==> src/rtl/core/dgts_pkg.sv <==
// dgts_pkg: frame geometry, field widths, register map and result type
// shared by the depth grid triangle stitcher modules
// no dependencies
package dgts_pkg;

  localparam int FRAME_WIDTH  = 640;
  localparam int FRAME_HEIGHT = 480;

  localparam int DEPTH_W = 16;
  localparam int IDX_W   = 19;
  localparam int COL_W   = $clog2(FRAME_WIDTH);
  localparam int ROW_W   = $clog2(FRAME_HEIGHT);

  localparam int ADDR_W = 3;
  localparam int DATA_W = 32;

  localparam logic REG_MAX_JUMP = 1'b0;
  localparam logic [DEPTH_W-1:0] MAX_JUMP_RESET = 16'd100;

  typedef struct packed {
    logic [IDX_W-1:0] top_left_index;
    logic [IDX_W-1:0] top_right_index;
    logic [IDX_W-1:0] bottom_left_index;
    logic [IDX_W-1:0] bottom_right_index;
    logic             upper_valid;
    logic             lower_valid;
  } dgts_result_t;

endpackage

==> src/rtl/core/dgts_cell.sv <==
// dgts_cell: one stage of the line store, holds one depth sample
// and passes it to the next stage on each accepted request; uses dgts_pkg
module dgts_cell
  import dgts_pkg::*;
(
  input  logic               clk,
  input  logic               shift_en,
  input  logic [DEPTH_W-1:0] depth_in,
  output logic [DEPTH_W-1:0] depth_out
);

  logic [DEPTH_W-1:0] depth_r;
  logic [DEPTH_W-1:0] depth_nxt;

  assign depth_nxt = shift_en ? depth_in : depth_r;

  always_ff @(posedge clk) begin
    depth_r <= depth_nxt;
  end

  assign depth_out = depth_r;

endmodule

==> config.mk <==
export PLATFORM = sky130hd
export DESIGN_NAME = dgts_cell
export DESIGN_NICKNAME = d
export VERILOG_FILES = /design/src/rtl/core/dgts_pkg.sv /design/src/rtl/core/dgts_cell.sv
export SDC_FILE = /design/constraint.sdc
export NUM_CORES = 1
export LEC_CHECK = 0
export ABC_AREA = 1
export BUFFER_PORTS_ARGS = -buffer_cell sky130_fd_sc_hd__buf_4
export CORE_MARGIN = 10
export CORE_UTILIZATION = 37
export CTS_CLUSTER_DIAMETER = 50
export DETAILED_ROUTE_END_ITERATION = 7
export GPL_TIMING_DRIVEN = 1
export PLACE_DENSITY = 0.74
export SYNTH_ARGS = -nofsm -noshare
export SYNTH_HDL_FRONTEND = slang
export SYNTH_SLANG_ARGS = --single-unit
==> constraint.sdc <==
create_clock -name clk -period 0.8 [get_ports clk]
set_clock_uncertainty 0.05 [all_clocks]
set_input_delay 0.08 -clock clk [delete_from_list [all_inputs] [get_ports clk]]
set_output_delay 0.08 -clock clk [all_outputs]
set_load 0.1 [all_outputs]
======== After elaboration in Yosys (flattened, before gate mapping) ========
Cells that the tools add are included.
word-level totals
  bits of input ports ..................... 18
  logic and storage cells ................. 1
  flip-flop bits (word level) ............. 16
  output and inout port bits .............. 16

======== Longest topological paths before layout ========
  word-level depth ........................ 0
  mapped depth ............................ 0
  depth with buffers taken out ............ 0

======== Worst setup path before layout ========
Ideal clock, no wire load.
  kind .................................... reg2out
  start ................................... register depth_r[0] (netlist: depth_out[0])
  end ..................................... output port depth_out[0]
  required time ........................... 0.670 ns
  cell stages (with the launch flop) ...... 1
  slack ................................... -0.234 ns
  data arrival time ....................... 0.904 ns
  buffers on the path ..................... 0
  cells stage by stage .................... edfxtp_1
RTL lines
  item                    RTL line         source
  from (decl)             dgts_cell.sv:12  logic [DEPTH_W-1:0] depth_r;
  from (signal assigned)  dgts_cell.sv:18  depth_r <= depth_nxt;
  to (decl)               dgts_cell.sv:9   output logic [DEPTH_W-1:0] depth_out
No word-level cell between the ends.

======== Worst setup path in the final report ========
  start ................................... register depth_r[11] (netlist: depth_out[11])
  end ..................................... output port depth_out[11]
No word-level cell between the ends.

==> impl_metrics.toml <==
[grt]
grt_start_max_net_pins = 17
overflow = 0
first_global_vias = 456
initial_antenna_violation_count = 0
groute.usage.overall_pct = 11.1
grt_pass1_wl_um = 2640

[place]
dp_slack_ns = 0.0679
io_buffer_count = 33
postPlaceCellArea_um2 = 746
gp_routability_congestion = 0.615
dp_cells = 63

[drt]
initialDrtViolationCount = 8
antenna_nets_post_route = 0
drt_drc_violations_left = 0
drt-total-wl_um = 1660
route.vias.total = 365
vias_per_cell = 4.40
detail_route.wl_per_cell_um = 20.0
drt_pre_antenna_iters = 4

[finish]
nMultiInputCombCells = 0
area_growth_pct = 108
fillerInstances = 45
utilization_pct = 85.4
finalNetCount = 88
final_layout_size_suffix_gt1_share_pct = 52.2
n_antenna_cell = 0
multi_input_area_um2 = 0
final_cell_area_um2 = 1000
final-instance-count-excl-fill = 83
largest_register_ff_count = 16

[logic_synthesis]
netlist-cell-type-count = 1
cell_count_after_synthesis = 16
leading_cell_types_by_total_area_after_synthesis = "edfxtp_1"
synth.top_cell.area_share_pct = 100
synth.ff_latch_count = 16
synth.yosys.warnings = 0
avgSynthCellArea_um2 = 30.0
synthDominantAreaCellType = "edfxtp_1"
mappedNetlistArea_um2 = 480
syn_nets = 34
synth_sequential_area_ratio_pct = 100

[setup_path]
crit_path_start_kind = "flop"
cp_top_family = "flip-flops"
cp_slowest_cell = "edfxtp_1"
critical_path_class = "reg2out"
critical_path.endpoint_type = "output port"
setup.worst_path.start = "depth_out[11]"
crit_path_cells = "buf_6"
required_ns = 0.67
critical_path.n_buffers_inverters = 1
critical_path.max_stage_delay_ns = 0.42
path_max_fanout = 1
arrival_ns = 0.91

[timing]
hold_slack_ns = 0.0973
finalSetupViolCount = 16
maxSlewViolCount = 0
fmax_mhz = 959
finalCriticalPeriod_ns = 1.04
finalHoldViolCount = 0
tightestPinTransition_ns = 0.211
slew-limit-headroom_pct = 85.9
rsz0062_at_grt = "true"
fin_ws_ns = -0.243
final_min_period_over_clock_period_pct = 130
setup-tns-final_ns = -3.44

[floorplanning]
number_of_top_level_design_ports = 34
floorplan.die.height_um = 56.0
chipWidth_um = 56.0
fp-row-count = 12
die-area_mm2 = 0.00314
starting_utilization_of_the_core_area_pct = 41.0
core_area_mm2 = 0.00117

[pwr]
power.leakage_nw = 0.420
power_mw = 2.24
power.density_mw_per_mm2 = 2240
ir_drop_v = 0.00158

[run]
cap_violations = 0

[clock_tree]
number_of_buffers_inserted_during_clock_tree_synthesis = 3
cts_buffer_depth = 2
tritoncts_clock_tree = "built"
post-cts-setup-buffers = 0
cts.reportedPaths.clkPinSlew_ns = 0.10
cts_sinks = 16
cts_max_level = 1
ctsRootBufferMaster = "clkbuf_4"

[worst_hold_path]
worst_hold_startpoint = "shift_en"
holdCritPathClass = "in2reg"

[outcome]
run_status = "finished, violations left"
failed_checks = "setup timing"
area by class of cell:
cell class            instances  area, um2  area share, %
Timing Repair Buffer         49        475           47.6
Tap cell                     14       17.5           1.75
Clock buffer                  3       22.5           2.25
Clock inverter                1       3.75          0.375
Sequential cell              16        480           48.1
final timing paths:
path                            end  depth (start not counted)
worst max-delay path  depth_out[11]                          1
worst min-delay path   depth_out[2]                          1
kinds of logic after synthesis:
group	synth area share [%]
DFF	100
power by group:
part | internal (mW) | switching, mW
Clock | 0.181 | 0.257
Combinational | 0.228 | 0.543
Sequential | 0.997 | 0.0321
cell usage after synthesis (all sizes together):
library cell  number
edfxtp            16
cells in the final DEF, fill, tap and decap left out, drive strengths merged:
cell type and count:
buf 33, edfxtp 16, dlygate4sd3 16, clkbuf 3, clkinv 1
routing by layer:
layer	GRT usage, %	routed length [um]	up-vias
met5	0	0	-
met4	3.07	10	0
met3	3.87	120	2
met2	21.7	970	24
met1	10.3	558	170
li1	-	-	169
what timing repair did:
action	4_1_cts	5_1_grt
gates resized for setup	16	2
hold buffers	16	0
endpoints found under the setup margin	16	16
endpoints found under the hold margin	16	0
(Power assumes the default switching activity.)
