`src/rtl/core/dgts_pkg.sv`:
```
// dgts_pkg: frame geometry, field widths, register map and result type
// shared by the depth grid triangle stitcher modules
// no dependencies
package dgts_pkg;

  localparam int FRAME_WIDTH  = 640;
  localparam int FRAME_HEIGHT = 480;

  localparam int DEPTH_W = 16;
  localparam int IDX_W   = 19;
  localparam int COL_W   = $clog2(FRAME_WIDTH);
  localparam int ROW_W   = $clog2(FRAME_HEIGHT);

  localparam int ADDR_W = 3;
  localparam int DATA_W = 32;

  localparam logic REG_MAX_JUMP = 1'b0;
  localparam logic [DEPTH_W-1:0] MAX_JUMP_RESET = 16'd100;

  typedef struct packed {
    logic [IDX_W-1:0] top_left_index;
    logic [IDX_W-1:0] top_right_index;
    logic [IDX_W-1:0] bottom_left_index;
    logic [IDX_W-1:0] bottom_right_index;
    logic             upper_valid;
    logic             lower_valid;
  } dgts_result_t;

endpackage

```
`src/rtl/core/dgts_out_queue.sv`:
```
// dgts_out_queue: two-entry result queue between the cell logic and the
// result channel; uses dgts_pkg
module dgts_out_queue
  import dgts_pkg::*;
(
  input  logic         clk,
  input  logic         rst_n,
  input  logic         push,
  input  dgts_result_t push_data,
  output logic         full,
  output logic         out_valid,
  input  logic         out_ready,
  output dgts_result_t out_data
);

  logic [1:0]   cnt_r;
  logic [1:0]   cnt_nxt;
  dgts_result_t slot0_r;
  dgts_result_t slot0_nxt;
  dgts_result_t slot1_r;
  dgts_result_t slot1_nxt;
  logic         pop;

  assign pop = out_valid && out_ready;

  always_comb begin
    cnt_nxt   = cnt_r + {1'b0, push} - {1'b0, pop};
    slot0_nxt = slot0_r;
    slot1_nxt = slot1_r;
    if (pop) begin
      slot0_nxt = (cnt_r == 2'd2) ? slot1_r : push_data;
    end else if (push && (cnt_r == 2'd0)) begin
      slot0_nxt = push_data;
    end
    if (push && (((cnt_r == 2'd1) && !pop) || ((cnt_r == 2'd2) && pop))) begin
      slot1_nxt = push_data;
    end
  end

  always_ff @(posedge clk) begin
    if (!rst_n) begin
      cnt_r <= 2'd0;
    end else begin
      cnt_r <= cnt_nxt;
    end
    slot0_r <= slot0_nxt;
    slot1_r <= slot1_nxt;
  end

  assign full      = (cnt_r == 2'd2);
  assign out_valid = (cnt_r != 2'd0);
  assign out_data  = slot0_r;

endmodule
```
`config.mk`:
```
export PLATFORM = sky130hd
export DESIGN_NAME = dgts_out_queue
export DESIGN_NICKNAME = d
export VERILOG_FILES = /design/src/rtl/core/dgts_pkg.sv /design/src/rtl/core/dgts_out_queue.sv
export SDC_FILE = /design/constraint.sdc
export NUM_CORES = 1
export LEC_CHECK = 0
export BUFFER_PORTS_ARGS = -buffer_cell sky130_fd_sc_hd__buf_2
export CORE_UTILIZATION = 52
export DETAILED_ROUTE_END_ITERATION = 10
export MAX_ROUTING_LAYER = met4
export PLACE_DENSITY = 0.79
export SYNTH_ARGS = -nofsm -noshare
export SYNTH_HDL_FRONTEND = slang
export SYNTH_SLANG_ARGS = --single-unit
```
`constraint.sdc`:
```
create_clock -name clk -period 10.4 [get_ports clk]
set_clock_uncertainty 0.15 [all_clocks]
set_input_delay 1.04 -clock clk [delete_from_list [all_inputs] [get_ports clk]]
set_output_delay 1.04 -clock clk [all_outputs]
set_load 0.05 [all_outputs]
```
* Yosys cells after proc, flatten, opt, wreduce, memory -nomap -nowiden
Cells that the tools add are included.
** Operators by class
- $add $sub $neg :: 2
- Equality and inequality tests :: 2
- Multiplexer cells :: 3
- Reductions and logical operators :: 10
** Operators with widths (number)
- $mux W78 :: 3
- $logic_and A1 B1 Y1 :: 5
- $reduce_bool A2 Y1 :: 2
- $add A2 B1 Y2 :: 1
- $eq A2 B1 Y1 const B :: 1
- $eq A2 B2 Y1 const B :: 1
- $logic_not A2 Y1 :: 1
- $sub A2 B1 Y2 :: 1
- $logic_not A1 Y1 :: 1
- $logic_or A1 B1 Y1 :: 1
** Storage, ports and cells
- Register bits after elaboration :: 158
- Bits of input ports :: 82
- Output and inout bits :: 80

* Longest topological paths before layout
Gate-level depths: netlist of run 1.
- Depth in word-level cells :: 6
- Mapped depth :: 7
- Depth with buffers taken out :: 6

* Worst setup path before layout of run 1
Ideal clock, no wire load.
- Path type :: in2reg
- From :: input port out_ready
- To :: register slot1_r[0] (netlist name), enable pin
- Setup time :: 634 ps
- Arrival :: 7118 ps
- Required time :: 9616 ps
- Slack :: 2498 ps
- Cell stages on the path :: 3
- Path through :: nand2b_1 > or2_2 > a21boi_0
** Between the ends
- Cells in the longest elaborated chain, start to end :: 5
** RTL lines
- start, declared :: RTL line dgts_out_queue.sv:12 : input logic out_ready,
- $logic_and A1 B1 Y1 (*) :: RTL line dgts_out_queue.sv:24 : assign pop = out_valid && out_ready;
- $logic_not A1 Y1 :: RTL line dgts_out_queue.sv:35 : if (push && (((cnt_r == 2'd1) && !pop) || ((cnt_r == 2'd2) && pop))) begin
- $logic_and A1 B1 Y1 :: RTL line dgts_out_queue.sv:35
- $logic_or A1 B1 Y1 (*) :: RTL line dgts_out_queue.sv:35
- $logic_and A1 B1 Y1 (*) :: RTL line dgts_out_queue.sv:35
- end signal, assigned :: RTL line dgts_out_queue.sv:47 : slot1_r <= slot1_nxt;
- end, declared :: RTL line dgts_out_queue.sv:20 : dgts_result_t slot1_r;
Mark *: on every way between the ends. The rest lies on a longest branch, timed or not.
A chain may end at the register's enable or synchronous reset.

* Worst setup path after layout of run 1
- From :: input port out_ready
- To :: register slot1_r[14] (netlist name), enable pin
Same word-level chain as after synthesis.

==> results by group, run 1 <==
Place
  – HPWL after DPL: 6502 µm
  – Global placer's final weighted congestion: 0.7262
  – I/O Buffers: 161
  – Placed cell area: 0.007024 mm²
  – Placed instance count: 557

Clock network
  – Cts hold-fix bufs: 0
  – Root Driver: clkbuf_16
  – Num CTS Buffers: 17
  – H-tree levels: 4
  – CTS sink cnt: 158
  – Clk_lat worst skew: 0.41 ns
  – CTS clock-pin slew for the worst setup and hold paths: 0.06 ns
  – CTS tree: built
  – Post_cts resized: 0
  – Number of setup buffers added after CTS: 0
  – Clock Path Buffers: 2

Worst hold path
  – Worst Hold Class: flip-flop to flip-flop
  – Origin of the worst min-delay path: slot1_r[36]

Yosys
  – Primary FF master, synth: edfxtp_1
  – Synthesized Nets: 342
  – Syn Area/Cell: 23.55 µm²
  – Synth Warn #: 0
  – Asr flop ratio synth: 0%
  – Sequential cell area fraction in the yosys report: 77.46%
  – Distinct cells, synth: 16
  – Synthesized area: 0.006100 mm²
  – Post-Synthesis Cells: 259
  – #FFs+latches synth: 158
  – Post-synth EDFFs: 156

Global route
  – First-pass GRT wire length: 14790 µm
  – GRT overflow: 0
  – Largest net degree at the start of global routing: 79
  – Initial antenna violation count: 0
  – GRT Overall Usage: 17.68%
  – Number of global-route vias before repair: 2869

Final layout
  – Layout cells sized above 1: 61.35%
  – Number of antenna diodes: 0
  – Filler Cells Inserted: 795
  – Final instance area: 0.007601 mm²
  – Non-filler cells, final: 588
  – Nets: 516
  – Post-layout util: 66.57%
  – Area growth from synthesis to layout: 24.62%

Floorplanning
  – Die ar.: 0.01217 mm²
  – # IOs: 162
  – Starting density of the core: 53.42%
  – Die Height: 110.3 µm
  – Row cnt: 39
  – Die X: 110.3 µm
  – Core area: 0.01142 mm²

Power
  – VDD IR-drop max: 0.1293 mV
  – Pwr per Cell Area: 205.5 mW/mm²
  – LEAKAGE: 3.234 nW
  – Total chip power: 1.562 mW

Critical path
  – Critical R2R Launch: cnt_r[1]
  – Required time of the critical path: 10.29 ns
  – Arr. time, crit path: 3.25 ns
  – Critical Path Fanout Max: 42
  – Critical Path Start Type: input port
  – Worst setup EP type: flip-flop
  – Setup CP Type: input port to flip-flop
  – CP startpoint: out_ready

Route
  – # DRC: 0
  – DRT Wirelength: 10060 µm
  – Vias per std cell: 4.891
  – Routed WL per cell: 17.11 µm
  – Via Count: 2876
  – Starting DRT DRC Count: 155
  – Pre-Repair DR Iteration Count: 4
  – Antenna-violating nets left: 0

Timing
  – Worst Tran Pin Value: 1.252 ns
  – Setup TNS: 0 ns
  – Pins over their slew limit: 0
  – Finish-stage setup viols: 0
  – Slew headroom: 16.32%
  – Tcrit/Tclk final: 32.28%
  – Post-layout min period: 3.357 ns
  – Final Hold Fails: 0
  – Maximum clock rate: 0.2979 GHz
  – RSZ-0062 raised after global routing: false

Run
  – MaxCap Viol Count: 0

Status
  – Status: complete, no violations
==> cells by family (layout without fill, tap and decap cells) <==
group                    after synthesis  in the layout  share of synthesized area [%]
AO/OA/AOI/OAI                          2              2                         0.2051
adder cells (fa/ha/maj)                1              1                         0.2051
buffers and inverters                  9            195                          1.538
flip-flops                           158            158                          77.46
multiplexers                          80             80                          19.55
AND/OR/NAND/NOR                        9              9                          1.046
==> power by group <==
part,internal (mW),switching [mW]
combinational,0.0561,0.139
clock,0.374,0.236
sequential,0.747,0.00965
==> metal layers <==
metal,up-vias,wire [µm],GRT usage [%]
li1,1373,-,-
met1,1381,4507,22.51
met2,110,4819,26.26
met3,12,592,5.585
met4,0,140,7.613
met5,-,0,-
==> synthesized netlist by cell type, types with 2 or more instances <==
library cell,n,area share [%]
edfxtp_1,156,77
mux2_4,78,19
buf_6,8,1.5
dfxtp_1,2,0.66
nand2_1,2,0.12
nand2b_1,2,0.21
or2_2,2,0.21
==> worst max-delay path, stage by stage <==
cell      delay (ns)
buf_2           0.13
nand2_4         0.32
a21boi_4        1.10
buf_4           0.63
==> final timing paths <==
check                       to  slack, ns  cells after the start
hold / removal    out_data[36]       0.39                      1
hold reg to reg   out_data[36]       0.39                      1
setup reg to reg   slot1_r[14]       7.24                      4
setup / recovery   slot1_r[14]       7.04                      4
==> metrics by stage <==
stage | setup slack [ns] | hold slack (ns)
finish | 7.043 | 0.3944
global route | 6.832 | 0.4016
detailed placement | 6.562 | 0.3833
global placement | 6.662 | 0.3793
CTS | 7.003 | 0.3947
floorplan | 2.498 | 0.3601
==> sequential cells by signal, indices dropped and copies added (netlist names) <==
| name | flops |
|---|---|
| slot1_r | 78 |
| out_data | 78 |
| cnt_r | 2 |
==> layout make-up <==
class                      count  area, µm²  share of cell area, %
multi-input combinational     92       1296                  17.05
clock inverter                12      143.9                  1.893
clock buffer                  19      432.9                  5.695
inverter                       1      3.754                0.04938
sequential                   158       4725                  62.16
timing repair buffer         163      820.8                  10.80
tap                          143      178.9                  2.354
==> placed cells by master, fill, tap and decap left out, drive strengths merged <==
cell type  instances
or2                2
dfxtp              2
bufinv             3
nand2b             2
ha                 1
nor2b              1
clkinv             5
inv                3
o21ai              1
nand2              3
buf              163
mux2i              1
edfxtp           156
clkbuf            19
and2               1
mux2              79
a21boi             1
clkinvlp           2
Power figures use the tool's default switching activity.
==> inputs of run 2 (changes only) <==
--- a/config.mk
+++ b/config.mk
@@ -5,11 +5,12 @@
 export SDC_FILE = /design/constraint.sdc
 export NUM_CORES = 1
 export LEC_CHECK = 0
+export ABC_AREA = 1
 export BUFFER_PORTS_ARGS = -buffer_cell sky130_fd_sc_hd__buf_2
-export CORE_UTILIZATION = 52
+export CORE_UTILIZATION = 47
 export DETAILED_ROUTE_END_ITERATION = 10
 export MAX_ROUTING_LAYER = met4
-export PLACE_DENSITY = 0.79
+export PLACE_DENSITY = 0.76
 export SYNTH_ARGS = -nofsm -noshare
 export SYNTH_HDL_FRONTEND = slang
 export SYNTH_SLANG_ARGS = --single-unit
==> constraint.sdc (replaced) <==
create_clock -name clk -period 2.8 [get_ports clk]
set_clock_uncertainty 0.15 [all_clocks]
set_input_delay 0.28 -clock clk [delete_from_list [all_inputs] [get_ports clk]]
set_output_delay 0.28 -clock clk [all_outputs]
set_load 0.05 [all_outputs]
==> results by group, run 2 <==
Floorplanning
  – Die ar.: 0.01276 mm²
  – Die X: 113.0 µm
  – Core area: 0.01201 mm²
  – # IOs: 162
  – Die Height: 113.0 µm
  – Starting density of the core: 48.19%
  – Row cnt: 40

Final layout
  – Area growth from synthesis to layout: 40.64%
  – Final instance area: 0.008140 mm²
  – Post-layout util: 67.77%
  – Filler Cells Inserted: 855
  – Layout cells sized above 1: 28.55%
  – Number of antenna diodes: 0
  – Nets: 761
  – Commonest non-fill, non-tap cells in the layout: nand2_1 (240), buf_2 (161), edfxtp_1 (156)
  – Most common cell after layout, fill and taps aside: nand2_1

Global route
  – Number of global-route vias before repair: 4148
  – GRT Overall Usage: 21.37%
  – Initial antenna violation count: 0
  – First-pass GRT wire length: 19620 µm
  – GRT overflow: 0
  – Largest net degree at the start of global routing: 46

Clock network
  – H-tree levels: 4
  – Num CTS Buffers: 17
  – CTS sink cnt: 158
  – Cts hold-fix bufs: 79
  – Root Driver: clkbuf_16
  – CTS tree: built
  – Clock Path Buffers: 2
  – CTS clock-pin slew for the worst setup and hold paths: 0.06 ns
  – Post_cts resized: 0
  – Number of setup buffers added after CTS: 0
  – Clk_lat worst skew: 0.41 ns

Yosys
  – Sequential cell area fraction in the yosys report: 81.63%
  – Post-synth EDFFs: 156
  – Leading area contributor after synthesis: edfxtp_1
  – Synthesized area: 0.005788 mm²
  – Synth top area share: 80.93%
  – Primary FF master, synth: edfxtp_1
  – Post-Synthesis Cells: 429
  – Distinct cells, synth: 15
  – Top-count cell post-synth: nand2_1
  – #FFs+latches synth: 158
  – Synth area leaders: edfxtp_1 (81%), nand2_1 (16%), dfxtp_1 (0.69%)
  – Synth Warn #: 0
  – Most frequent cells after synthesis: nand2_1 (241), edfxtp_1 (156), clkbuf_1 (7)
  – Asr flop ratio synth: 0%
  – Syn Area/Cell: 13.49 µm²
  – Synthesized Nets: 512

Critical path
  – R2r endpoint: out_data[52]
  – Setup CP Type: flip-flop to flip-flop
  – Worst setup endpoint: out_data[52]
  – Critical R2R Launch: cnt_r[1]
  – Worst setup EP type: flip-flop
  – Reg2Reg Depth: 6
  – Critical Path Start Type: flip-flop
  – Worst path bufs/invs: 3
  – CP Depth: 6
  – CP max stage cell: inv_2
  – Reg2Reg Setup Slack: 0.76 ns
  – Critical Path Fanout Max: 43
  – Crit path top cell by count: nand2_1
  – CP max stage delay: 0.50 ns
  – Arr. time, crit path: 2.17 ns
  – Crit path max-delay family: buffers and inverters
  – CP startpoint: cnt_r[1]
  – Required time of the critical path: 2.93 ns
  – CP cell instances: nand3_4, buf_4, inv_2, buf_12, nand2_1, nand2_1

Timing
  – Tcrit/Tclk final: 72.90%
  – Slew headroom: 59.03%
  – Finish-stage setup viols: 0
  – RSZ-0062 raised after global routing: false
  – Maximum clock rate: 0.4899 GHz
  – Worst Tran Pin Value: 0.6136 ns
  – Post-layout min period: 2.041 ns
  – Final Hold Fails: 0
  – Setup TNS: 0 ns
  – Pins over their slew limit: 0

Place
  – I/O Buffers: 161
  – HPWL after DPL: 7189 µm
  – Placed cell area: 0.006788 mm²
  – Global placer's final weighted congestion: 0.7550

Power
  – VDD IR-drop max: 0.4351 mV
  – Pwr per Cell Area: 728.0 mW/mm²
  – Total chip power: 5.926 mW
  – LEAKAGE: 3.489 nW

Route
  – Pre-Repair DR Iteration Count: 4
  – Starting DRT DRC Count: 289
  – Vias per std cell: 4.829
  – Antenna-violating nets left: 0
  – Via Count: 4042
  – Routed WL per cell: 15.17 µm
  – DRT Wirelength: 12700 µm
  – # DRC: 0

Status
  – Status: complete, no violations

Run
  – MaxCap Viol Count: 0

Worst hold path
  – Worst Hold Class: input port to flip-flop
[run 2: worst min-delay path by stage]
stage                        startpoint           to  depth (start not counted)
after global placement    push_data[38]  slot1_r[38]                          1
after CTS                          push     cnt_r[0]                          4
after detailed placement  push_data[45]  slot1_r[45]                          1
final                              push     cnt_r[0]                          4
after floorplan                   rst_n     cnt_r[0]                          2
after global routing               push     cnt_r[0]                          4
[run 2: report_power, final]
part | internal, mW | total (mW) | switching (mW)
clock | 1.38 | 2.23 | 0.849
combinational | 0.233 | 0.862 | 0.628
sequential | 2.79 | 2.84 | 0.0411
total | 4.41 | 5.93 | 1.52
[run 2: logic make-up (layout without fill, tap and decap cells)]
family	after synthesis	after routing	synth area share, %
AO/OA/AOI/OAI	2	2	0.2377
adder cells (fa/ha/maj)	1	1	0.2161
buffers and inverters	21	282	1.751
flip-flops	158	158	81.63
AND/OR/NAND/NOR	247	247	16.17
[run 2: stage by stage]
step                      hold WS, ns  worst slack, ns  cells
after floorplan                0.2276           0.2017    429
after global placement         0.3200           0.7591    727
after detailed placement       0.3232           0.6882    727
after CTS                     0.04567           0.7382    837
after global routing          0.09765           0.5915    837
final                         0.08402           0.7589    837
[run 2: final cells by class]
cell class / count / area (µm²) / area share (%)
Clock buffer: 21 / 440.4 / 5.410
Clock inverter: 10 / 121.4 / 1.491
Inverter: 5 / 18.77 / 0.2306
Multi-Input combinational cell: 250 / 984.7 / 12.10
Sequential cell: 158 / 4725 / 58.04
Tap cell: 147 / 183.9 / 2.259
Timing Repair Buffer: 246 / 1667 / 20.47
[run 2: worst reg2reg max path: cells and delay by family, from the launching register on]
kind,cells,cell delay [ns]
buf+inv,3,1.04
simple gates,3,0.31
flops,1,0.41
[run 2: layer usage]
| metal | share of wire (%) | wire (µm) | GRT usage, % | vias up |
|---|---|---|---|---|
| met5 | 0 | 0 | - | - |
| met4 | 3.6 | 457 | 12.63 | 0 |
| met3 | 5.0 | 640 | 5.035 | 35 |
| met2 | 53 | 6695 | 37.98 | 165 |
| met1 | 39 | 4907 | 21.42 | 1897 |
| li1 | - | - | - | 1945 |
