[src/rtl/core/dgts_pkg.sv]
// dgts_pkg: frame geometry, field widths, register map and result type
// shared by the depth grid triangle stitcher modules
// no dependencies
package dgts_pkg;

  localparam int FRAME_WIDTH  = 640;
  localparam int FRAME_HEIGHT = 480;

  localparam int DEPTH_W = 16;
  localparam int IDX_W   = 19;
  localparam int COL_W   = $clog2(FRAME_WIDTH);
  localparam int ROW_W   = $clog2(FRAME_HEIGHT);

  localparam int ADDR_W = 3;
  localparam int DATA_W = 32;

  localparam logic REG_MAX_JUMP = 1'b0;
  localparam logic [DEPTH_W-1:0] MAX_JUMP_RESET = 16'd100;

  typedef struct packed {
    logic [IDX_W-1:0] top_left_index;
    logic [IDX_W-1:0] top_right_index;
    logic [IDX_W-1:0] bottom_left_index;
    logic [IDX_W-1:0] bottom_right_index;
    logic             upper_valid;
    logic             lower_valid;
  } dgts_result_t;

endpackage

[src/rtl/core/dgts_tri_check.sv]
// dgts_tri_check: checks that every edge step of one triangle is below the limit
// uses dgts_pkg
module dgts_tri_check
  import dgts_pkg::*;
(
  input  logic [DEPTH_W-1:0] corner_a,
  input  logic [DEPTH_W-1:0] corner_b,
  input  logic [DEPTH_W-1:0] corner_c,
  input  logic [DEPTH_W-1:0] limit,
  output logic               tri_ok
);

  logic [DEPTH_W-1:0] step_ab;
  logic [DEPTH_W-1:0] step_bc;
  logic [DEPTH_W-1:0] step_ca;

  assign step_ab = (corner_a >= corner_b) ? corner_a - corner_b : corner_b - corner_a;
  assign step_bc = (corner_b >= corner_c) ? corner_b - corner_c : corner_c - corner_b;
  assign step_ca = (corner_c >= corner_a) ? corner_c - corner_a : corner_a - corner_c;

  // max of the three below limit is the same as each below limit
  assign tri_ok = (step_ab < limit) && (step_bc < limit) && (step_ca < limit);

endmodule

[config.mk]
export PLATFORM = sky130hd
export DESIGN_NAME = dgts_tri_check
export DESIGN_NICKNAME = d
export VERILOG_FILES = /design/src/rtl/core/dgts_pkg.sv /design/src/rtl/core/dgts_tri_check.sv
export SDC_FILE = /design/constraint.sdc
export NUM_CORES = 1
export LEC_CHECK = 0
export BUFFER_PORTS_ARGS = -buffer_cell sky130_fd_sc_hd__clkbuf_2
export CORE_ASPECT_RATIO = 0.8
export CORE_UTILIZATION = 65
export DETAILED_ROUTE_END_ITERATION = 7
export PLACE_DENSITY = 0.85
export SLEW_MARGIN = 20
export SYNTH_ARGS = -nofsm -noshare
export SYNTH_HDL_FRONTEND = slang
export SYNTH_SLANG_ARGS = --single-unit
[constraint.sdc]
create_clock -name vclk -period 12.6
set_input_delay 1.26 -clock vclk [all_inputs]
set_output_delay 1.26 -clock vclk [all_outputs]
set_load 0.01 [all_outputs]
### Yosys cells after proc, flatten, opt, wreduce, memory -nomap -nowiden

Cells that the tools add are included.

| storage, ports and cells | value |
|---|---|
| latch bits | 0 |
| ROM bits | 0 |
| memories | 0 |
| word-level logic and storage cells | 17 |
| output and inout port bits | 1 |
| memory bits (writable) | 0 |
| register bits | 0 |
| input bits | 64 |

| operators by class | value |
|---|---|
| bitwise operators | 0 |
| multipliers | 0 |
| shifts and indexed selects | 0 |
| $lt $le $gt $ge | 6 |
| add/subtract/negate cells | 6 |
| equal/unequal tests | 0 |
| mux-type cells | 3 |
| divide/modulo/power cells | 0 |
| reduce and logical (&&, ||, !) cells | 2 |

Operator list:

| kind | number |
|---|---|
| $sub 16x16->16 | 6 |
| $ge 16x16->1 | 3 |
| $lt 16x16->1 | 3 |
| $mux 16 | 3 |
| $logic_and 1x1->1 | 2 |

### Depth between registers and ports, before layout

Gate-level depths: netlist (run 1).

| depth | value |
|---|---|
| depth in word-level cells | 5 |
| mapped depth | 20 |
| mapped depth without buffers | 19 |

### Worst setup path after synthesis (run 1)

No wires, ideal clock.

| path | value |
|---|---|
| path type | input-to-output |
| start point | input corner_a[3] |
| end point | output tri_ok |
| required time | 11340 ps |
| arrival time | 4627 ps |
| buffers on the path | 2 |
| path slack | 6713 ps |
| stages | 16 |
| path through | inv_1 -> ha_1 -> buf_2 -> nand3_1 -> o311a_2 -> o31ai_4 -> buf_6 -> mux2_2 -> ha_1 -> a21boi_0 -> o21a_1 -> o21ai_0 -> a21oi_1 -> a2111oi_0 -> o2111ai_1 -> a21oi_1 |

| between the ends | value |
|---|---|
| longest elaborated chain between the ends | 5 |
| elaborated cells on any way between the ends | 12 |
| classes of those cells | add/sub: 4; order compare: 4; mux: 2; reduce/logical: 2 |

RTL lines:

| element | RTL line | text |
|---|---|---|
| from (decl) | dgts_tri_check.sv:6 | `input logic [DEPTH_W-1:0] corner_a,` |
| $sub 16x16->16 / $ge 16x16->1 (equally long branches) | dgts_tri_check.sv:17 | `assign step_ab = (corner_a >= corner_b) ? corner_a - corner_b : corner_b - corner_a;` |
| $mux 16 | dgts_tri_check.sv:17 |  |
| $lt 16x16->1 | dgts_tri_check.sv:22 | `assign tri_ok = (step_ab < limit) && (step_bc < limit) && (step_ca < limit);` |
| $logic_and 1x1->1 | dgts_tri_check.sv:22 |  |
| $logic_and 1x1->1 (*) | dgts_tri_check.sv:22 |  |
| to (decl) | dgts_tri_check.sv:10 | `output logic tri_ok` |

Every way passes the cells marked *; elsewhere a longest branch is shown, timed or not.

### Worst setup path in the final report (run 1)

| path | value |
|---|---|
| start point | input corner_a[1] |
| end point | output tri_ok |

Same word-level chain as after synthesis.

==> results of run 1 <==
## final cells by class
| cell class | count | area, um2 | share of cell area |
|---|---|---|---|
| repair buffers | 65 | 325.3 | 0.05671 |
| inverters | 78 | 292.8 | 0.05104 |
| well taps | 108 | 135.1 | 0.02356 |
| multi-input cells | 612 | 4984 | 0.8687 |
## path summary, 6_finish.rpt
path,from,endpoint,cells past startpoint
max,corner_a[1],tri_ok,18
min,limit[4],tri_ok,7
## critical path, cell delays in order
cell	delay (ps)
clkbuf_2	170
inv_1	290
fa_1	280
a211oi_1	110
o211ai_1	250
nand2_1	110
o311a_2	160
o31ai_4	890
mux2_2	450
ha_1	270
a21boi_0	120
o21a_1	180
o21ai_0	180
a21oi_1	90
a2111oi_0	380
o2111ai_1	170
a21oi_1	180
clkbuf_2	160
## cells in the mapped netlist, types with 5 or more instances
cell type,count
xor2_1,23
buf_2,14
xnor2_1,19
buf_6,5
nand2b_1,5
and2_1,6
o21a_1,10
a221o_1,5
nand2_1,35
a211oi_1,6
a21o_1,48
nand3_1,12
fa_1,6
clkbuf_1,12
a21oi_1,76
a31oi_1,9
o21bai_1,11
nor2_1,33
nor2b_1,11
inv_1,78
ha_1,138
o21ai_0,36
mux2i_1,42
nand4_1,17
## through the flow
step                instances  total power (uW)    util  instance area [um2]
detailed placement        863             346.2  0.7122                 5737
finish                    863             357.7  0.7122                 5737
CTS                       863             347.9  0.7122                 5737
floorplan                 727             261.2       -                 5497
global route              863             392.4  0.7122                 5737
global placement          863             336.0  0.7122                 5737
## power groups by stage
stage / Clock [uW] / Sequential (uW) / Combinational, uW
floorplan: 0 / 0 / 261
CTS: 0 / 0 / 348
global route: 0 / 0 / 392
finish: 0 / 0 / 358
detailed placement: 0 / 0 / 346
global placement: 0 / 0 / 336
## cell families (layout without fill, tap and decap cells)
kind of cell	after synthesis	after routing	share of synthesized area
muxes	45	45	0.08263
buffers and inverters	115	143	0.09333
AOI/OAI and AO/OA	244	244	0.2987
and+or+nand+nor	137	137	0.1225
xor gates and xnor gates	42	42	0.06692
adders and majority gates	144	144	0.3360
## metal layers
metal / track usage / share of wire
met3: 0.03804 / 0.11
met5: 0 / 0
met4: 0.03585 / 0.010
met1: 0.5653 / 0.48
met2: 0.5677 / 0.41
==> results.md, run 1 <==
* Status: completed
* Combinational power share at 1.000
* Top cell type's share of synthesized area at 0.3141
* DRT iter0 DRCs at 563
* Synth top area cells: ha_1 31%, mux2i_1 7.6%, a21oi_1 6.9%, a21o_1 6.6%, inv_1 5.3%
* Post-CTS Hold Buffers at 0
* Setup ws final at 5618 ps
* Most frequent cells in the layout: 138 x ha_1, 78 x inv_1, 76 x a21oi_1, 65 x clkbuf_2, 48 x a21o_1
* # rows at 29
* Fmax at between 100 and 150 MHz
* Worst Setup Start Kind: primary input
* DRC at 0
* First-pass GRT wire length at about 26,000 um
* Final min period at 6982 ps
* Die ar. at 8830 um2
* Layout cells sized above 1 at 0.1060
* GR Overflow Total at 0
* Clk network pwr share at 0
* DP Wirelength at 14,290 um
* Post-CTS setup buffers at 0
* P_leak at 0.003159 uW
* Final period util at 0.5541
* DR WL/cell at 19.22 um
* Commonest non-fill, non-tap cell in the layout: ha_1
* GPL Wtd Cong at 0.9762
* Routed vias at ~5,600
* CLK BUF at 0
* Switching part of the total at 0.5836
* Storage element area at 0 um2
* Die Height at 84.25 um
* Synth-to-Final Area Change at 4.371%
* Avg Inst Size Synth at about 7.6 um2
* FF+latch count at 0
* P_int at 149.0 uW
* Synth unique cells at 61
* Synth area leader: ha_1
* Port Buf Inserts at 65
* Drt total wl at ~17,000 um
* CP Data Required Time at 11,340 ps
* CP Max Fanout at 15
* Post-CTS Resized at 0
* Initial antenna violation count at 0
* Initial core utilization at 0.6824
* Ys Warns at 0
* Worst EP arrival at 5720 ps
* Drt via density at roughly 6.5
* Largest net degree at the start of global routing at 16
* CP Capture Type: primary output
* Syn nets at 935
* GRT Util Overall at 0.3691
* Ant diodes at 0
* Final Setup Violations at 0
* Total negative slack at 0 ps
* I/O Pins at 65
* Max-Slew Margin vs Limit at 0.3143
* Synth Instances at 727
* Pwr dens at just over 60 nW/um2
* Register area share after synthesis at 0
* Nets at 965
* CORE AREA at 8055 um2
* Slew Viols, Final at 0
* Post-route antenna net violation count at 0
* Sequential share of power at 0
* Filler cell count at just under 700
* Max-cap violations at 0
* Hold WS at 3178 ps
* Final hold viol count at 0
* Peak supply drop at 32.65 uV
* Area of the mapped netlist at 5497 um2
* Worst Tran Pin Value at 1029 ps
* Drt pass-1 iters at 5
* Vias in the first global route at 5,340
* Setup WS pre-CTS at 5727 ps
* Unrepaired setup endpoints after global routing: false
* Psw at approximately 210 uW
* Die span in x at 104.8 um
* Worst Hold Class: in -> out
* Critical path class: in -> out
No activity file was read; power rests on OpenSTA's default activity.
==> run 2: changes to the inputs <==
--- a/config.mk
+++ b/config.mk
@@ -7,9 +7,9 @@
 export LEC_CHECK = 0
 export BUFFER_PORTS_ARGS = -buffer_cell sky130_fd_sc_hd__clkbuf_2
 export CORE_ASPECT_RATIO = 0.8
-export CORE_UTILIZATION = 65
+export CORE_UTILIZATION = 63
 export DETAILED_ROUTE_END_ITERATION = 7
-export PLACE_DENSITY = 0.85
+export PLACE_DENSITY = 0.82
 export SLEW_MARGIN = 20
 export SYNTH_ARGS = -nofsm -noshare
 export SYNTH_HDL_FRONTEND = slang
==> constraint.sdc (replaced) <==
create_clock -name vclk -period 6.57
set_input_delay 0.657 -clock vclk [all_inputs]
set_output_delay 0.657 -clock vclk [all_outputs]
set_load 0.01 [all_outputs]
==> run 2 against run 1 <==
Total power rose by 96%; largest cell class unchanged; global-route usage fell by 1.2 points; critical path depth rose by 3; first-iteration DRC count rose by 77%; worst setup slack got worse by 4600 ps; sequential cell count did not move; sequential share of layout area did not move; combinational power rose by 96%; worst hold slack got worse by 1200 ps; clock-buffer cell count did not move.
==> results.md, run 2 (synthesized netlist as in run 1, its figures left out) <==
* CP Buf/Inv Count at 5 (was 3)
* Post-CTS Resized at 0 (unchanged)
* Die Height at 85.55 um (was 84.25 um)
* CP Max Fanout at 15 (unchanged)
* Drt total wl at 16,350 um (was 16,580 um)
* GPL Wtd Cong at 1.069 (was 0.9762)
* P_leak at 0.003169 uW (was 0.003159 uW)
* Storage element area at 0 um2 (unchanged)
* Initial antenna violation count at 0 (unchanged)
* DR WL/cell at 18.81 um (was 19.22 um)
* CP Data Required Time at 5910 ps (was 11,340 ps)
* Post-CTS setup buffers at 0 (unchanged)
* CLK BUF at 0 (unchanged)
* FF+latch count at 0 (unchanged)
* Crit. Startpoint: corner_c[0] (was corner_a[1])
* Slew Viols, Final at 0 (unchanged)
* Drt via density at 6.670 (was 6.525)
* Port Buf Inserts at 65 (unchanged)
* Max stage delay on crit path at 420 ps (was 890 ps)
* Psw at 416.1 uW (was 208.7 uW)
* Fmax at 180.7 MHz
* Critical path, cell by cell: clkbuf_2, inv_1, ha_1, inv_1, fa_1, a211oi_1, o211ai_1, nand2_1, o311a_2, o31ai_4, buf_4, mux2_2, ha_1, a21boi_0, o21a_1, o21ai_0, a21oi_1, a2111oi_0, o2111ai_1, a21oi_1, clkbuf_2 (was clkbuf_2, inv_1, fa_1, a211oi_1, o211ai_1, nand2_1, o311a_2, o31ai_4, mux2_2, ha_1, a21boi_0, o21a_1, o21ai_0, a21oi_1, a2111oi_0, o2111ai_1, a21oi_1, clkbuf_2)
* Overall Power at 702.8 uW (was 357.7 uW)
* Hold path cells at 7 (unchanged)
* Combinational power share at 1.000 (about the same)
* Largest net degree at the start of global routing at 16 (unchanged)
* Hold WS at 1955 ps (was 3178 ps)
* GRT Util Overall at 0.3575 (was 0.3691)
* Total negative slack at 0 ps (unchanged)
* Sequential share of power at 0 (about the same)
* Final hold viol count at 0 (unchanged)
* CP Capture Type: primary output (unchanged)
* P_int at 286.7 uW (was 149.0 uW)
* Drt pass-1 iters at 6 (was 5)
* Vias in the first global route at 5,359 (was 5,340)
* # rows at 30 (was 29)
* Delay-heaviest family, CP: compound AO/OA/AOI/OAI gates (unchanged)
* Pwr dens at 122.1 nW/um2 (was 62.35 nW/um2)
* Most frequent cells in the layout: 138 x ha_1, 78 x inv_1, 76 x a21oi_1, 65 x clkbuf_2, 48 x a21o_1 (unchanged)
* Worst path slowest cell: a2111oi_0 (was o31ai_4)
* Initial core utilization at 0.6479 (was 0.6824)
* Worst EP arrival at 4880 ps (was 5720 ps)
* Switching part of the total at 0.5920 (was 0.5836)
* Worst Tran Pin Value at 932.1 ps (was 1029 ps)
* Critical path class: in -> out (unchanged)
* I/O Pins at 65 (unchanged)
* Hold-critical path endpoint: tri_ok (unchanged)
* Worst Setup Start Kind: primary input (unchanged)
* Clk network pwr share at 0 (about the same)
* Max-Slew Margin vs Limit at 0.3786 (was 0.3143)
* Routed vias at 5,796 (was 5,631)
* Nets at 967 (was 965)
* Post-route antenna net violation count at 0 (unchanged)
* CORE AREA at 8483 um2 (was 8055 um2)
* Final min period at roughly 5500 ps
* Die ar. at 9105 um2 (was 8830 um2)
* Ant diodes at 0 (unchanged)
* Worst Hold Class: in -> out (unchanged)
* DP Wirelength at 14,060 um (was 14,290 um)
* GR Overflow Total at 0 (unchanged)
* Status: completed (unchanged)
* Commonest non-fill, non-tap cell in the layout: ha_1 (unchanged)
* DRC at 0 (unchanged)
* Final period util at 0.8422
* First-pass GRT wire length at 26,250 um (was 26,310 um)
* Synth-to-Final Area Change at 4.735% (was 4.371%)
* Filler cell count at 726 (was 695)
* DRT iter0 DRCs at 999 (was 563)
* Final Setup Violations at 0 (unchanged)
* Unrepaired setup endpoints after global routing: false (unchanged)
* Worst hold start: limit[3] (was limit[4])
* Die span in x at 106.4 um (was 104.8 um)
* Max-cap violations at 0 (unchanged)
* Layout cells sized above 1 at 0.1083 (was 0.1060)
* Post-CTS Hold Buffers at 0 (unchanged)
* Peak supply drop at 54.25 uV (was 32.65 uV)
==> run 2: cell types whose count changed in the layout (fill, tap and decap cells not counted), sizes merged <==
cell and delta:
buf +2
==> run 2: final cells by class <==
type / count / area (um2) / share of cell area
tap: 112 / 140.1 / 0.02434
timing repair buffer: 67 / 340.3 / 0.05912
inverter: 78 / 292.8 / 0.05086
multi-input combinational: 612 / 4984 / 0.8657
==> run 2: worst min-delay path, delay by kind of cell <==
| family | cells | cell delay [ps] |
|---|---|---|
| buf+inv | 3 | 290 |
| fa+ha+maj | 1 | 150 |
| compound gates | 2 | 150 |
| simple gates | 1 | 60 |
==> run 2: metrics by stage <==
step | worst slack [ps] | area [um2] | utilization | std cells
5_1_grt | 862.4 | 5757 | 0.6786 | 869
3_3_place_gp | 1326 | 5757 | 0.6786 | 869
6_report | 1037 | 5757 | 0.6786 | 869
4_1_cts | 1132 | 5757 | 0.6786 | 869
2_1_floorplan | 1889 | 5497 | - | 727
3_5_place_dp | 1153 | 5757 | 0.6786 | 869
==> run 2: power by group through the flow <==
| stage | clock [uW] | combinational, uW | sequential, uW |
|---|---|---|---|
| 6_report | 0 | 703 | 0 |
| 5_1_grt | 0 | 769 | 0 |
| 4_1_cts | 0 | 679 | 0 |
| 3_5_place_dp | 0 | 675 | 0 |
| 3_3_place_gp | 0 | 645 | 0 |
| 2_1_floorplan | 0 | 501 | 0 |
==> run 2: how the worst max path moves through the flow <==
stage          endpoint  slack [ps]  cells after the start
4_1_cts          tri_ok        1130                     21
6_report         tri_ok        1040                     21
5_1_grt          tri_ok         860                     21
3_3_place_gp     tri_ok        1330                     21
2_1_floorplan    tri_ok        1890                     16
3_5_place_dp     tri_ok        1150                     21
==> run 2: metal layers <==
layer  vias to the layer above  global-route usage  share of wire
li1                       2676                   -              -
met1                      2656              0.5338           0.44
met2                       413              0.5596           0.41
met3                        51             0.03723           0.13
met4                         0             0.05604          0.022
met5                         -                   0              0
==> run 3: changes to the inputs <==
==> constraint.sdc (replaced) <==
create_clock -name vclk -period 5.27
set_input_delay 0.527 -clock vclk [all_inputs]
set_output_delay 0.527 -clock vclk [all_outputs]
set_load 0.01 [all_outputs]
==> run 3 against run 2 <==
Sequential cell count stayed put; combinational power is 21% higher; worst hold slack got worse by 210 ps; first-iteration DRC count down 34%; critical endpoint unchanged; worst setup slack worse by 790 ps; total power increased by 21%; global-route usage shrank 0.59 points; non-clock buffer count up 6; die area stayed put; via count fell by 3.8%; clock-buffer cell count stayed put; utilization is 0.53 points higher.
==> results.md, run 3 (synthesized netlist as in run 1, its figures left out) <==
* DRC at 0 (unchanged)
* Sequential share of power at 0 (about the same)
* Max-cap violations at 0 (unchanged)
* Critical path, cell by cell: clkbuf_2, inv_1, ha_1, nand4_1, a31o_1, a21oi_1, nor3_1, o31ai_4, buf_4, mux2i_1, xor2_1, ha_1, a21o_1, a21oi_1, o21ai_0, o221ai_1, o2111ai_1, a21oi_1, clkbuf_2 (was clkbuf_2, inv_1, ha_1, inv_1, fa_1, a211oi_1, o211ai_1, nand2_1, o311a_2, o31ai_4, buf_4, mux2_2, ha_1, a21boi_0, o21a_1, o21ai_0, a21oi_1, a2111oi_0, o2111ai_1, a21oi_1, clkbuf_2)
* Status: completed (unchanged)
* # rows at 30 (unchanged)
* CORE AREA at 8483 um2 (unchanged)
* Dpl cells at 875 (was 869)
* Layout cells sized above 1 at 0.1153 (was 0.1083)
* Fin cells at 875 (was 869)
* DR WL/cell at 18.56 um (was 18.81 um)
* Final hold viol count at 0 (unchanged)
* Routed vias at 5,576 (was 5,796)
* CLK BUF at 0 (unchanged)
* Final min period at 5028 ps
* Final Setup Violations at 0 (unchanged)
* Vias in the first global route at 5,053 (was 5,359)
* Post-CTS Hold Buffers at 0 (unchanged)
* Die ar. at 9105 um2 (unchanged)
* P_int at 360.7 uW (was 286.7 uW)
* Worst path slowest cell: o31ai_4 (was a2111oi_0)
* Largest net degree at the start of global routing at 12 (was 16)
* Setup WS pre-CTS at 253.1 ps (was 1153 ps)
* Setup ws final at 241.7 ps (was 1037 ps)
* DRT iter0 DRCs at 661 (was 999)
* CP Max Fanout at 9 (was 15)
* Crit. Startpoint: corner_a[1] (was corner_c[0])
* Slew Viols, Final at 0 (unchanged)
* Post-route antenna net violation count at 0 (unchanged)
* Most frequent cells in the layout: 138 x ha_1, 78 x inv_1, 76 x a21oi_1, 65 x clkbuf_2, 48 x a21o_1 (unchanged)
* Port Buf Inserts at 65 (unchanged)
* Critical path class: in -> out (unchanged)
* Drt pass-1 iters at 6 (unchanged)
* Initial core utilization at 0.6479 (unchanged)
* CP Capture Type: primary output (unchanged)
* Post-CTS setup buffers at 0 (unchanged)
* DP Wirelength at 14,110 um (was 14,060 um)
* Post-route cell area at 5802 um2 (was 5757 um2)
* Cell Area, Placed at 5802 um2 (was 5757 um2)
* P_leak at 0.003198 uW (was 0.003169 uW)
* First-pass GRT wire length at 25,470 um (was 26,250 um)
* Die span in x at 106.4 um (unchanged)
* Critical path's most frequent cell: a21oi_1
* Storage element area at 0 um2 (unchanged)
* Commonest non-fill, non-tap cell in the layout: ha_1 (unchanged)
* Drt via density at 6.373 (was 6.670)
* Final period util at 0.9541
* Synth-to-Final Area Change at 5.554% (was 4.735%)
* GRT Util Overall at 0.3515 (was 0.3575)
* Psw at 492.5 uW (was 416.1 uW)
* Unrepaired setup endpoints after global routing: false (unchanged)
* Hold WS at 1748 ps (was 1955 ps)
* CP Buf/Inv Count at 4 (was 5)
* CP Data Required Time at 4740 ps (was 5910 ps)
* Drt total wl at 16,240 um (was 16,350 um)
* GPL Wtd Cong at 1.043 (was 1.069)
* Ant diodes at 0 (unchanged)
* Peak supply drop at 72.47 uV (was 54.25 uV)
* Worst Setup Start Kind: primary input (unchanged)
* Pwr dens at 147.1 nW/um2 (was 122.1 nW/um2)
* Fmax at around 200 MHz
* Worst Hold Class: in -> out (unchanged)
* FF+latch count at 0 (unchanged)
* GR Overflow Total at 0 (unchanged)
* Worst Tran Pin Value at 611.8 ps (was 932.1 ps)
* Clk network pwr share at 0 (about the same)
* Nets at 973 (was 967)
* Delay-heaviest family, CP: compound AO/OA/AOI/OAI gates (unchanged)
* WP depth at 19 (was 21)
* Combinational power share at 1.000 (about the same)
* Max stage delay on crit path at 530 ps (was 420 ps)
* Switching part of the total at 0.5772 (was 0.5920)
* Max-Slew Margin vs Limit at 0.5921 (was 0.3786)
* Initial antenna violation count at 0 (unchanged)
* Total negative slack at 0 ps (unchanged)
* Worst EP arrival at 4500 ps (was 4880 ps)
* Die Height at 85.55 um (unchanged)
* I/O Pins at 65 (unchanged)
* Worst Setup EP: tri_ok (unchanged)
* Post-CTS Resized at 0 (unchanged)
run 3: cell count changes in the layout (fill, tap and decap cells not counted), sizes merged:
cell  previous run  this run
buf              2         8
run 3: metrics by stage:
stage	util	power, uW
floorplan	-	624.5
global placement	0.6839	808.0
detailed placement	0.6839	830.0
CTS	0.6839	833.5
global route	0.6839	939.0
finish	0.6839	853.2
run 3: worst min-delay path by stage:
stage	startpoint	end	slack [ps]	cells after the start
CTS	limit[4]	tri_ok	1740	7
global route	limit[4]	tri_ok	1780	7
global placement	limit[4]	tri_ok	1720	7
finish	limit[4]	tri_ok	1750	7
floorplan	limit[4]	tri_ok	1450	5
detailed placement	limit[4]	tri_ok	1740	7
run 3: area by class of cell:
cell class / count / area, um2
multi-input combinational: 612 / 4984
fill: 765 / 2681
timing repair buffer: 73 / 385.4
inverter: 78 / 292.8
tap: 112 / 140.1
run 3: tightest hold or removal path, stage by stage:
cell and delay [ps]:
clkbuf_2 80, inv_1 120, ha_1 170, nor4_1 50, nand2_1 60, a21oi_1 90, clkbuf_2 130
run 3: power groups by stage:
stage	Sequential, uW	Clock [uW]	Combinational (uW)
finish	0	0	853
global route	0	0	939
CTS	0	0	834
detailed placement	0	0	830
global placement	0	0	808
floorplan	0	0	625
run 3: per-layer routing:
metal  vias up  GRT usage  wire length [um]
met2       261     0.5301              6663
met5         -          0                 0
met4         0    0.02989               135
met3        17    0.01216              1394
met1      2603     0.5643              8043
li1       2695          -                 -
